File: config.mk
export PLATFORM = sky130hd
export DESIGN_NAME = integer_to_ascii_formatter_unit
export DESIGN_NICKNAME = d
export VERILOG_FILES = /design/src/rtl/core/itoa_pkg.sv /design/src/rtl/core/itoa_conv.sv /design/src/rtl/core/itoa_ctrl.sv /design/src/rtl/core/integer_to_ascii_formatter_unit.sv
export SDC_FILE = /design/constraint.sdc
export NUM_CORES = 1
export LEC_CHECK = 0
export BUFFER_PORTS_ARGS = -buffer_cell sky130_fd_sc_hd__buf_2
export CAP_MARGIN = 20
export CORE_UTILIZATION = 26
export CTS_CLUSTER_SIZE = 28
export DETAILED_ROUTE_END_ITERATION = 16
export GPL_TIMING_DRIVEN = 0
export HOLD_SLACK_MARGIN = 0.15
export REMOVE_ABC_BUFFERS = 1
export SYNTH_ARGS = -nofsm -noshare
export SYNTH_HDL_FRONTEND = slang
export SYNTH_SLANG_ARGS = --single-unit
File: constraint.sdc
create_clock -name clock -period 5.4 [get_ports clock]
set_input_delay 0.54 -clock clock [delete_from_list [all_inputs] [get_ports clock]]
set_output_delay 0.54 -clock clock [all_outputs]
set_load 0.03 [all_outputs]
File: src/rtl/core/itoa_pkg.sv
// Shared types, codes and character helpers of the integer-to-ASCII formatter.
`default_nettype none
package itoa_pkg;

   localparam int REQ_VALUE_BITS = 32;

   localparam logic [2:0] KIND_DEC  = 3'd0;
   localparam logic [2:0] KIND_OCT  = 3'd1;
   localparam logic [2:0] KIND_HEXL = 3'd2;
   localparam logic [2:0] KIND_HEXU = 3'd3;
   localparam logic [2:0] KIND_BIN  = 3'd4;

   localparam logic [7:0] CHAR_MINUS   = 8'h2D;
   localparam logic [7:0] CHAR_PLUS    = 8'h2B;
   localparam logic [7:0] CHAR_SPACE   = 8'h20;
   localparam logic [7:0] CHAR_ZERO    = 8'h30;
   localparam logic [7:0] CHAR_X_LOWER = 8'h78;
   localparam logic [7:0] CHAR_X_UPPER = 8'h58;
   localparam logic [7:0] CHAR_A_LOWER = 8'h61;
   localparam logic [7:0] CHAR_A_UPPER = 8'h41;

   typedef enum logic [1:0] {
      RADIX_DEC = 2'd0,
      RADIX_OCT = 2'd1,
      RADIX_HEX = 2'd2,
      RADIX_BIN = 2'd3
   } radix_type;

   typedef struct packed {
      logic      load;
      logic      step;
      logic      shift;
      radix_type radix;
   } conv_cmd_type;

   typedef struct packed {
      logic       valid;
      logic [7:0] text_char;
      logic       last_char;
   } emit_type;

   function automatic int dec_digit_count(input int bits);
      return (bits * 30103) / 100000 + 1;
   endfunction

   function automatic int oct_group_count(input int bits);
      return (bits + 2) / 3;
   endfunction

   function automatic int hex_group_count(input int bits);
      return (bits + 3) / 4;
   endfunction

   function automatic logic [7:0] digit_char(input logic [3:0] digit, input logic upper);
      logic [7:0] base;
      if (digit < 4'd10) begin
         return CHAR_ZERO + {4'd0, digit};
      end
      base = upper ? CHAR_A_UPPER : CHAR_A_LOWER;
      return base + {4'd0, digit} - 8'd10;
   endfunction

endpackage
`default_nettype wire

File: src/rtl/core/itoa_conv.sv
// Shared shift/add-3 unit: binary-to-BCD conversion and digit shift-out.
`default_nettype none
module itoa_conv #(
   parameter int VALUE_BITS = 32
) (
   input  wire logic                    clock,
   input  wire itoa_pkg::conv_cmd_type  cmd,
   input  wire logic [VALUE_BITS-1:0]   load_value,
   output logic [3:0]                   digit
);
   import itoa_pkg::*;

   localparam int NDEC = dec_digit_count(VALUE_BITS);
   localparam int NOCT = oct_group_count(VALUE_BITS);
   localparam int NHEX = hex_group_count(VALUE_BITS);
   localparam int SW   = 4 * NDEC;

   logic [SW-1:0]         sh_ff;
   logic [SW-1:0]         sh_in;
   logic [SW-1:0]         adj;
   logic [VALUE_BITS-1:0] bin_ff;
   logic [VALUE_BITS-1:0] bin_in;

   always_comb begin
      adj = sh_ff;
      for (int i = 0; i < NDEC; i++) begin
         if (sh_ff[4*i +: 4] >= 4'd5) begin
            adj[4*i +: 4] = sh_ff[4*i +: 4] + 4'd3;
         end
      end
   end

   always_comb begin
      sh_in  = sh_ff;
      bin_in = bin_ff;
      if (cmd.load) begin
         case (cmd.radix)
            RADIX_DEC: begin
               sh_in  = '0;
               bin_in = load_value;
            end
            RADIX_OCT: sh_in = SW'(load_value) << (SW - 3 * NOCT);
            RADIX_HEX: sh_in = SW'(load_value) << (SW - 4 * NHEX);
            RADIX_BIN: sh_in = SW'(load_value) << (SW - VALUE_BITS);
            default:   sh_in = '0;
         endcase
      end else if (cmd.step) begin
         sh_in  = {adj[SW-2:0], bin_ff[VALUE_BITS-1]};
         bin_in = {bin_ff[VALUE_BITS-2:0], 1'b0};
      end else if (cmd.shift) begin
         case (cmd.radix)
            RADIX_OCT: sh_in = {sh_ff[SW-4:0], 3'b000};
            RADIX_BIN: sh_in = {sh_ff[SW-2:0], 1'b0};
            default:   sh_in = {sh_ff[SW-5:0], 4'b0000};
         endcase
      end
   end

   always_comb begin
      case (cmd.radix)
         RADIX_OCT: digit = {1'b0, sh_ff[SW-1 -: 3]};
         RADIX_BIN: digit = {3'b000, sh_ff[SW-1]};
         default:   digit = sh_ff[SW-1 -: 4];
      endcase
   end

   always_ff @(posedge clock) begin
      sh_ff  <= sh_in;
      bin_ff <= bin_in;
   end

endmodule
`default_nettype wire

File: src/rtl/core/itoa_ctrl.sv
// Sequencer: decode, sign and prefix, conversion steps and leading-zero skip.
`default_nettype none
module itoa_ctrl #(
   parameter int VALUE_BITS = 32
) (
   input  wire logic                                clock,
   input  wire logic                                reset,
   input  wire logic                                req_valid,
   output logic                                     req_stall,
   input  wire logic [2:0]                          req_kind,
   input  wire logic [itoa_pkg::REQ_VALUE_BITS-1:0] req_value,
   input  wire logic                                req_show_plus,
   input  wire logic                                req_blank_plus,
   input  wire logic                                req_alt_prefix,
   input  wire logic                                out_free,
   input  wire logic [3:0]                          digit,
   output itoa_pkg::conv_cmd_type                   cmd,
   output logic [VALUE_BITS-1:0]                    load_value,
   output itoa_pkg::emit_type                       emit
);
   import itoa_pkg::*;

   localparam int NDEC = dec_digit_count(VALUE_BITS);
   localparam int NOCT = oct_group_count(VALUE_BITS);
   localparam int NHEX = hex_group_count(VALUE_BITS);
   localparam int CW   = $clog2(VALUE_BITS + 1);

   typedef enum logic [3:0] {
      ST_IDLE = 4'b0001,
      ST_CONV = 4'b0010,
      ST_HEAD = 4'b0100,
      ST_DIGS = 4'b1000
   } state_type;

   state_type             state_ff, state_in;
   radix_type             radix_ff, radix_in;
   logic                  upper_ff, upper_in;
   logic [CW-1:0]         cnt_ff, cnt_in;
   logic [1:0]            head_cnt_ff, head_cnt_in;
   logic [7:0]            head_a_ff, head_a_in;
   logic [7:0]            head_b_ff, head_b_in;
   logic                  lead_ff, lead_in;
   radix_type             req_radix;
   logic [VALUE_BITS-1:0] word;
   logic                  neg;
   logic [CW-1:0]         dig_cnt;

   always_comb begin
      case (req_kind)
         KIND_OCT:            req_radix = RADIX_OCT;
         KIND_HEXL, KIND_HEXU: req_radix = RADIX_HEX;
         KIND_BIN:            req_radix = RADIX_BIN;
         default:             req_radix = RADIX_DEC;
      endcase
      word       = VALUE_BITS'(req_value);
      neg        = (req_radix == RADIX_DEC) && word[VALUE_BITS-1];
      load_value = neg ? (~word + VALUE_BITS'(1)) : word;
      case (state_ff == ST_IDLE ? req_radix : radix_ff)
         RADIX_OCT: dig_cnt = CW'(NOCT);
         RADIX_HEX: dig_cnt = CW'(NHEX);
         RADIX_BIN: dig_cnt = CW'(VALUE_BITS);
         default:   dig_cnt = CW'(NDEC);
      endcase
   end

   always_comb begin
      state_in    = state_ff;
      radix_in    = radix_ff;
      upper_in    = upper_ff;
      cnt_in      = cnt_ff;
      head_cnt_in = head_cnt_ff;
      head_a_in   = head_a_ff;
      head_b_in   = head_b_ff;
      lead_in     = lead_ff;
      cmd         = '0;
      cmd.radix   = radix_ff;
      emit        = '0;
      req_stall   = (state_ff != ST_IDLE);
      case (state_ff)
         ST_IDLE: begin
            cmd.radix = req_radix;
            if (req_valid) begin
               cmd.load    = 1'b1;
               radix_in    = req_radix;
               upper_in    = (req_kind == KIND_HEXU);
               lead_in     = 1'b1;
               head_cnt_in = 2'd0;
               head_a_in   = CHAR_ZERO;
               head_b_in   = (req_kind == KIND_HEXU) ? CHAR_X_UPPER : CHAR_X_LOWER;
               case (req_radix)
                  RADIX_DEC: begin
                     if (neg) begin
                        head_cnt_in = 2'd1;
                        head_a_in   = CHAR_MINUS;
                     end else if (req_show_plus) begin
                        head_cnt_in = 2'd1;
                        head_a_in   = CHAR_PLUS;
                     end else if (req_blank_plus) begin
                        head_cnt_in = 2'd1;
                        head_a_in   = CHAR_SPACE;
                     end
                  end
                  RADIX_OCT: head_cnt_in = req_alt_prefix ? 2'd1 : 2'd0;
                  RADIX_HEX: head_cnt_in = req_alt_prefix ? 2'd2 : 2'd0;
                  default:   head_cnt_in = 2'd0;
               endcase
               if (req_radix == RADIX_DEC) begin
                  state_in = ST_CONV;
                  cnt_in   = CW'(VALUE_BITS);
               end else begin
                  state_in = (head_cnt_in != 2'd0) ? ST_HEAD : ST_DIGS;
                  cnt_in   = dig_cnt;
               end
            end
         end
         ST_CONV: begin
            cmd.step = 1'b1;
            cnt_in   = cnt_ff - CW'(1);
            if (cnt_ff == CW'(1)) begin
               state_in = (head_cnt_ff != 2'd0) ? ST_HEAD : ST_DIGS;
               cnt_in   = dig_cnt;
            end
         end
         ST_HEAD: begin
            if (out_free) begin
               emit.valid     = 1'b1;
               emit.text_char = head_a_ff;
               head_a_in      = head_b_ff;
               head_cnt_in    = head_cnt_ff - 2'd1;
               if (head_cnt_ff == 2'd1) begin
                  state_in = ST_DIGS;
               end
            end
         end
         ST_DIGS: begin
            if (lead_ff && digit == 4'd0 && cnt_ff != CW'(1)) begin
               cmd.shift = 1'b1;
               cnt_in    = cnt_ff - CW'(1);
            end else if (out_free) begin
               cmd.shift      = 1'b1;
               cnt_in         = cnt_ff - CW'(1);
               lead_in        = 1'b0;
               emit.valid     = 1'b1;
               emit.text_char = digit_char(digit, upper_ff);
               emit.last_char = (cnt_ff == CW'(1));
               if (cnt_ff == CW'(1)) begin
                  state_in = ST_IDLE;
               end
            end
         end
         default: state_in = ST_IDLE;
      endcase
   end

   always_ff @(posedge clock) begin
      if (reset) begin
         state_ff    <= ST_IDLE;
         radix_ff    <= RADIX_DEC;
         upper_ff    <= 1'b0;
         cnt_ff      <= '0;
         head_cnt_ff <= 2'd0;
         lead_ff     <= 1'b0;
      end else begin
         state_ff    <= state_in;
         radix_ff    <= radix_in;
         upper_ff    <= upper_in;
         cnt_ff      <= cnt_in;
         head_cnt_ff <= head_cnt_in;
         lead_ff     <= lead_in;
      end
      head_a_ff <= head_a_in;
      head_b_ff <= head_b_in;
   end

`ifndef NO_ASSERTIONS
   a_emit_free: assert property (@(posedge clock) disable iff (reset)
      emit.valid |-> out_free)
      else $error("character emitted while output register busy");

   a_digs_count: assert property (@(posedge clock) disable iff (reset)
      state_ff == ST_DIGS |-> cnt_ff != '0)
      else $error("digit state with empty digit count");

   a_last_idle: assert property (@(posedge clock) disable iff (reset)
      emit.valid && emit.last_char |=> state_ff == ST_IDLE)
      else $error("sequencer busy after final character");

   a_accept_busy: assert property (@(posedge clock) disable iff (reset)
      req_valid && !req_stall |=> state_ff != ST_IDLE)
      else $error("transaction accepted but sequencer idle");

   a_head_last: assert property (@(posedge clock) disable iff (reset)
      state_ff == ST_HEAD && emit.valid |-> !emit.last_char)
      else $error("prefix character marked final");
`endif

endmodule
`default_nettype wire

File: src/rtl/core/integer_to_ascii_formatter_unit.sv
// Top level of the integer-to-ASCII formatter: sequencer, shift unit, output register.
//
//   channel | direction | handshake          | payload
//   req     | in        | req_valid/req_stall | kind, value, show_plus, blank_plus, alt_prefix
//   rsp     | out       | rsp_valid/rsp_stall | text_char, last_char
//
// Decimal: a load, the shift/add-3 conversion, then the sign character and the decimal
//   digit slots (leading zero slots skipped at one per cycle).
// Octal, hex, binary: a load, then the prefix characters and the digit slots.
// One bit or one digit moves through the shift unit per cycle, unless rsp_stall holds the output.
// Reset is synchronous and clears the sequencer and the output valid.
// rsp_stall holds a full output register and the sequencer's character emission; req_stall is high
//   until the final character has entered the output register.
`default_nettype none
module integer_to_ascii_formatter_unit #(
   parameter int VALUE_BITS = 32
) (
   input  wire logic                                clock,
   input  wire logic                                reset,
   input  wire logic                                req_valid,
   output logic                                     req_stall,
   input  wire logic [2:0]                          req_kind,
   input  wire logic [itoa_pkg::REQ_VALUE_BITS-1:0] req_value,
   input  wire logic                                req_show_plus,
   input  wire logic                                req_blank_plus,
   input  wire logic                                req_alt_prefix,
   output logic                                     rsp_valid,
   input  wire logic                                rsp_stall,
   output logic [7:0]                               rsp_text_char,
   output logic                                     rsp_last_char
);
   import itoa_pkg::*;

   conv_cmd_type          cmd;
   emit_type              emit;
   logic [VALUE_BITS-1:0] load_value;
   logic [3:0]            digit;
   logic                  out_free;
   logic                  rsp_valid_ff, rsp_valid_in;
   logic [7:0]            rsp_text_char_ff, rsp_text_char_in;
   logic                  rsp_last_char_ff, rsp_last_char_in;

   itoa_ctrl #(.VALUE_BITS(VALUE_BITS)) u_ctrl (
      .clock          (clock),
      .reset          (reset),
      .req_valid      (req_valid),
      .req_stall      (req_stall),
      .req_kind       (req_kind),
      .req_value      (req_value),
      .req_show_plus  (req_show_plus),
      .req_blank_plus (req_blank_plus),
      .req_alt_prefix (req_alt_prefix),
      .out_free       (out_free),
      .digit          (digit),
      .cmd            (cmd),
      .load_value     (load_value),
      .emit           (emit)
   );

   itoa_conv #(.VALUE_BITS(VALUE_BITS)) u_conv (
      .clock      (clock),
      .cmd        (cmd),
      .load_value (load_value),
      .digit      (digit)
   );

   always_comb begin
      out_free         = !rsp_valid_ff || !rsp_stall;
      rsp_valid_in     = emit.valid || (rsp_valid_ff && rsp_stall);
      rsp_text_char_in = emit.valid ? emit.text_char : rsp_text_char_ff;
      rsp_last_char_in = emit.valid ? emit.last_char : rsp_last_char_ff;
   end

   always_ff @(posedge clock) begin
      if (reset) begin
         rsp_valid_ff <= 1'b0;
      end else begin
         rsp_valid_ff <= rsp_valid_in;
      end
      rsp_text_char_ff <= rsp_text_char_in;
      rsp_last_char_ff <= rsp_last_char_in;
   end

   assign rsp_valid     = rsp_valid_ff;
   assign rsp_text_char = rsp_text_char_ff;
   assign rsp_last_char = rsp_last_char_ff;

endmodule
`default_nettype wire
Word-level counts from Yosys, hierarchy flattened
Cells that the tools add are included.
- register bits after elaboration: 114
- bits of input ports: 42
- output and inout bits: 11
- add/sub/neg operators: 16
- order comparisons: 11
- equality and inequality tests: 26
- mux-type cells: 80
- bitwise operators: 3
- reductions and logical operators: 27
- operators with widths (cell ; count):
    two-way mux 32 bit ; 4
    two-way mux 40 bit ; 3
    one-hot mux 40 bit (3 select lines) ; 1
    one-hot mux 40 bit (2 select lines) ; 1
    two-way mux 4 bit ; 19
    two-way mux 8 bit ; 7
    two-way mux 6 bit ; 7
    greater-or-equal comparator 4 x 3 -> 1 bit (second input constant) ; 10
    adder 4 x 2 -> 4 bit (second input constant) ; 9
    one-hot mux 6 bit (3 select lines) ; 2
    adder 32 x 1 -> 32 bit (second input constant) ; 1
    NOT 32 bit ; 1
    two-way mux 10 bit ; 2
    one-hot mux 9 bit (2 select lines) ; 1
    two-way mux 2 bit ; 8
    one-hot mux 4 bit (4 select lines) ; 1
    one-hot mux 8 bit (2 select lines) ; 1
    two-way mux 1 bit ; 15
    one-hot mux 2 bit (3 select lines) ; 2
    nonzero test 2 bit ; 5
    two-way mux 9 bit ; 1
    adder 8 x 4 -> 8 bit ; 1
    inequality test 2 x 1 -> 1 bit (second input constant) ; 4
    inequality test 2 bit (second input constant) ; 4
    37 further kinds ; 53

Longest topological paths before layout
- word-level depth: 16
- mapped depth: 15
- gate-level depth less buffers: 12

Hierarchy
From an unflattened synthesis, not the netlist that was laid out.
- cells, all modules: 819
- area, all modules: 7848.8 um2
- by module, submodules not included (module ; times used ; cells an instance ; area each (um2) ; seq. area each (um2)):
    itoa_conv ; 1 ; 490 ; 5111.2 ; 2162.1
    itoa_ctrl ; 1 ; 316 ; 2434.8 ; 560.5
    integer_to_ascii_formatter_unit ; 1 ; 13 ; 302.8 ; 290.3

Worst setup path after synthesis
No wires, ideal clock.
- kind: reg2reg
- from: register u_ctrl.state_ff[3]
- to: register u_conv.sh_ff[0], enable pin
- setup time: 0.400 ns
- arrival time: 3.536 ns
- slack: 1.465 ns
- cell stages (with the launch flop): 14
- buffers on the path: 3
- path through: dfxtp_1 buf_2 nor4b_4 inv_2 or3_4 and2_1 buf_6 clkbuf_1 a22oi_1 ha_1 nand2_1 a31oi_1 a31oi_2 nand2_1
- word-level cells in the longest chain between the ends: 10
- elaborated cells on any way between the ends: 15
- ends and longest elaborated chain (item ; RTL line ; text):
    from (decl) ; itoa_ctrl.sv:35 ; state_type state_ff, state_in;
    from (signal assigned) ; itoa_ctrl.sv:164 ; state_ff <= state_in;
    equality test 4 x 1 -> 1 bit ; itoa_ctrl.sv:79 ; case (state_ff)
    two-way mux 2 bit ; itoa_ctrl.sv:79 ;
    equality test 2 bit or equality test 2 x 1 -> 1 bit (tied branches) ; itoa_conv.sv:60 ; case (cmd.radix)
    one-hot mux 4 bit (2 select lines) ; itoa_conv.sv:60 ;
    zero test 4 bit ; itoa_ctrl.sv:136 ; if (lead_ff && digit == 4'd0 && cnt_ff != CW'(1)) begin
    logical AND 1 bit (2 in a row) ; itoa_ctrl.sv:136 ;
    two-way mux 1 bit ; itoa_ctrl.sv:136 ;
    two-way mux 1 bit ; itoa_ctrl.sv:79 ;
    nonzero test 3 bit (no line) * ; n/a ;
    to (signal assigned) ; itoa_conv.sv:68 ; sh_ff <= sh_in;
    to (decl) ; itoa_conv.sv:18 ; logic [SW-1:0] sh_ff;
Mark *: on every way between the ends. The rest lies on a longest branch, timed or not.
A chain may end at the register's enable or synchronous reset.

Worst setup path after layout
- from: register u_ctrl.state_ff[3]
- to: register u_conv.sh_ff[24], enable pin
The elaborated chain is that of the path after synthesis.

==> metrics.md <==
| Metric | Value |
|---|---|
| Slew @ Worst Pin | `1.13 ns` |
| Clock tree buffer depth | `2` |
| Clock transition at path regs | `0.08 ns` |
| Crit path largest cell delay | `0.70 ns` |
| Layout area overhead | `13.0%` |
| WL per Instance | `16.4 um` |
| CTS tree | `yes` |
| Nets | `939` |
| Final Hold Slack | `0.484 ns` |
| Antenna violations before repair | `0` |
| Worst slack, placed | `1.08 ns` |
| Pwr Density | `595 nW/um^2` |
| Final WL | `20600 um` |
| Syn Area/Cell | `8.84 sq um` |
| Clk root buf | `clkbuf_16` |
| Cts bufs inserted | `9` |
| Yosys warns | `0` |
| Worst hold path type | `flop to flop` |
| Initial core utilization | `26.7%` |
| WHS Path Cells | `2` |
| CP arrival | `4.39 ns` |
| Max Slew Vio Count | `0` |
| Worst relative slew slack | `24.5%` |
| Pwr Total | `5060 uW` |
| Hold Fails Final Rpt | `0` |
| Initial DRC count | `747` |
| IO Pins | `53` |
| DRC errors left | `0` |
| CP endpoint kind | `flop` |
| H-tree depth | `3` |
| Row Count | `61` |
| Yosys top cell by area | `edfxtp_1` |
| Synthesized area | `7530 sq um` |
| Worst R2R Start | `u_ctrl.state_ff[3]` |
| Max Fclk | `0.231 GHz` |
| Die Y | `172 um` |
| Final min period | `4.34 ns` |
| Critical path class | `flop to flop` |
| Commonest non-fill, non-tap cell in the layout | `nand2_1` |
| Clock skew | `0.0104 ns` |
| # resized after CTS | `0` |
| Skew-Pair Late Insertion Delay | `0.36 ns` |
| CP startpoint kind | `flop` |
| Crit Path Max Fanout | `35` |
| Peak supply drop | `0.000240 V` |
| Area of the core | `28200 sq um` |
| Share of cells above drive strength 1 | `12.4%` |
| Lkg Pwr | `0.00311 uW` |
| Critical Path, Cell by Cell | `nor4b_4 -> inv_2 -> or3_4 -> nand2_1 -> nand2_1 -> o21ai_0 -> ha_1 -> nand2_1 -> a31oi_1 -> a31oi_2 -> nand2_2 -> buf_12` |
| Port bufs | `51` |
| Most common cell on crit path | `nand2_1` |
| Vias in the first global route | `6107` |
| Synth Instances | `852` |
| Sequential share of the synthesized area | `39.6%` |
| Commonest cells after routing, fill and taps aside | `nand2_1 (100), edfxtp_1 (88), o21ai_0 (71), nor2_1 (68), a21oi_1 (53)` |
| TritonCTS Sinks | `105` |
| R2r endpoint | `u_conv.sh_ff[24]` |
| Total GRT Usage | `14.4%` |
| FFs w/ async S/R, synth | `0%` |
| Pin count of the biggest net entering global routing | `44` |
| DR pass1 iterations | `5` |
| Setup Fix Bufs, Post-CTS | `0` |
| First-pass GRT wire length | `33300 um` |
| Number of routed nets with antenna violations | `0` |
| HPWL after DPL | `14600 um` |
| Horiz. Die Dim | `172 um` |
| Fin util | `30.2%` |
| Post-route setup slack | `1.06 ns` |
| Die area | `29700 sq um` |
| Yosys reg bits | `105` |
| Hold buffers post-CTS | `0` |
| Flop2flop setup slack | `1.06 ns` |
| Final setup viols | `0` |
| WHS Endpoint | `u_ctrl.upper_ff` |
| Top post-synthesis cells by area | `edfxtp_1 (35%), nand2_1 (5.1%), o21ai_0 (4.7%)` |
| Worst hold start | `u_ctrl.upper_ff` |
| Slowest cell on crit path | `nand2_1` |
| Fin crit share | `80.3%` |
| Post-synth top area share | `35.1%` |
| Critical Path RT | `5.45 ns` |
| Status | `finished, final reports clean` |
| Detailed-route via count | `6641` |
| Total congestion overflow | `0` |
| RSZ-0062 raised after global routing | `no` |
| Ant diodes | `0` |
| Routed vias/inst | `5.30` |
| Main synth FF type | `edfxtp_1` |
| Post-synthesis cell type count | `70` |
| Routability-driven placement congestion ratio | `0.836` |
| Post-synth EDFFs | `88` |
| R2R depth | `12` |
| Max-cap viol count | `0` |
## layer usage
layer	vias up	part of all wire (%)	global-route usage, %
met5	-	0	0
met4	0	1.6	4.08
met3	21	5.1	2.86
met2	173	44	22.2
met1	3215	49	20.4
li1	3232	-	-
## per-stage QoR
step           TNS, ns  std cells  instance area (sq um)
2_1_floorplan        0        799                   7300
3_3_place_gp   -118.03       1228                   8030
3_5_place_dp         0       1238                   8210
4_1_cts              0       1254                   8510
5_1_grt              0       1254                   8510
6_report             0       1254                   8510
## final cells by class
class,instances,area [sq um]
fill,2968,19700
multi-input combinational,655,4200
sequential,105,2980
tap,378,473
timing repair buffer,61,412
clock buffer,10,239
inverter,39,146
clock inverter,6,57.6
## flip-flops by register name, indices dropped and copies added (netlist names)
name and count:
rsp_last_char 1, u_ctrl.head_cnt_ff 2, u_ctrl.state_ff 4, u_conv.sh_ff 40, u_ctrl.cnt_ff 6, u_ctrl.head_a_ff 7
u_ctrl.upper_ff 1, rsp_valid 1, u_ctrl.lead_ff 1, u_ctrl.radix_ff 2, rsp_text_char 7, u_ctrl.head_b_ff 1
u_conv.bin_ff 32
## cell usage after synthesis (all sizes together) (16+ instances only)
cell type and n:
o21ai 72, edfxtp 88, mux2i 16, a31oi 18
clkbuf 41, dfxtp 17, ha 26, xnor2 29
nand2 102, nor2 69, a211o 16, nor3 26
or3 16, xor2 19, a21oi 54, inv 39
## worst max path at each step
stage | from | to | cells after the start
2_1_floorplan | u_ctrl.state_ff[3] | u_ctrl.cnt_ff[4] | 6
3_3_place_gp | u_ctrl.state_ff[1] | u_conv.sh_ff[23] | 3
3_5_place_dp | req_kind[1] | u_conv.sh_ff[23] | 13
4_1_cts | u_ctrl.state_ff[3] | u_conv.sh_ff[31] | 12
5_1_grt | u_ctrl.state_ff[3] | u_conv.sh_ff[31] | 12
6_report | u_ctrl.state_ff[3] | u_conv.sh_ff[24] | 12
## worst max-delay path, delay by kind of cell (launching register included)
kind,cells,cell delay (ns)
simple gates,6,2.11
buf+inv,2,0.51
compound gates,3,0.68
fa+ha+maj,1,0.27
flops,1,0.42
## where the power goes
group / leakage (uW) / total, uW / internal, uW / switching (uW)
combinational: 0.00200 / 2580 / 1050 / 1530
clock: 0.000147 / 673 / 338 / 335
sequential: 0.000968 / 1800 / 1440 / 364
## cells by family (layout without fill, tap and decap cells)
group | count (synthesis) | in the layout | share of synthesized area [%]
simple gates | 284 | 284 | 18.2
compound gates | 276 | 276 | 24.5
flops | 105 | 105 | 39.6
buf+inv | 92 | 116 | 4.97
xor+xnor | 48 | 48 | 5.58
fa+ha+maj | 26 | 26 | 4.32
mux | 20 | 20 | 2.72
other cells | 1 | 1 | 0.0498
Power figures use the tool's default switching activity.
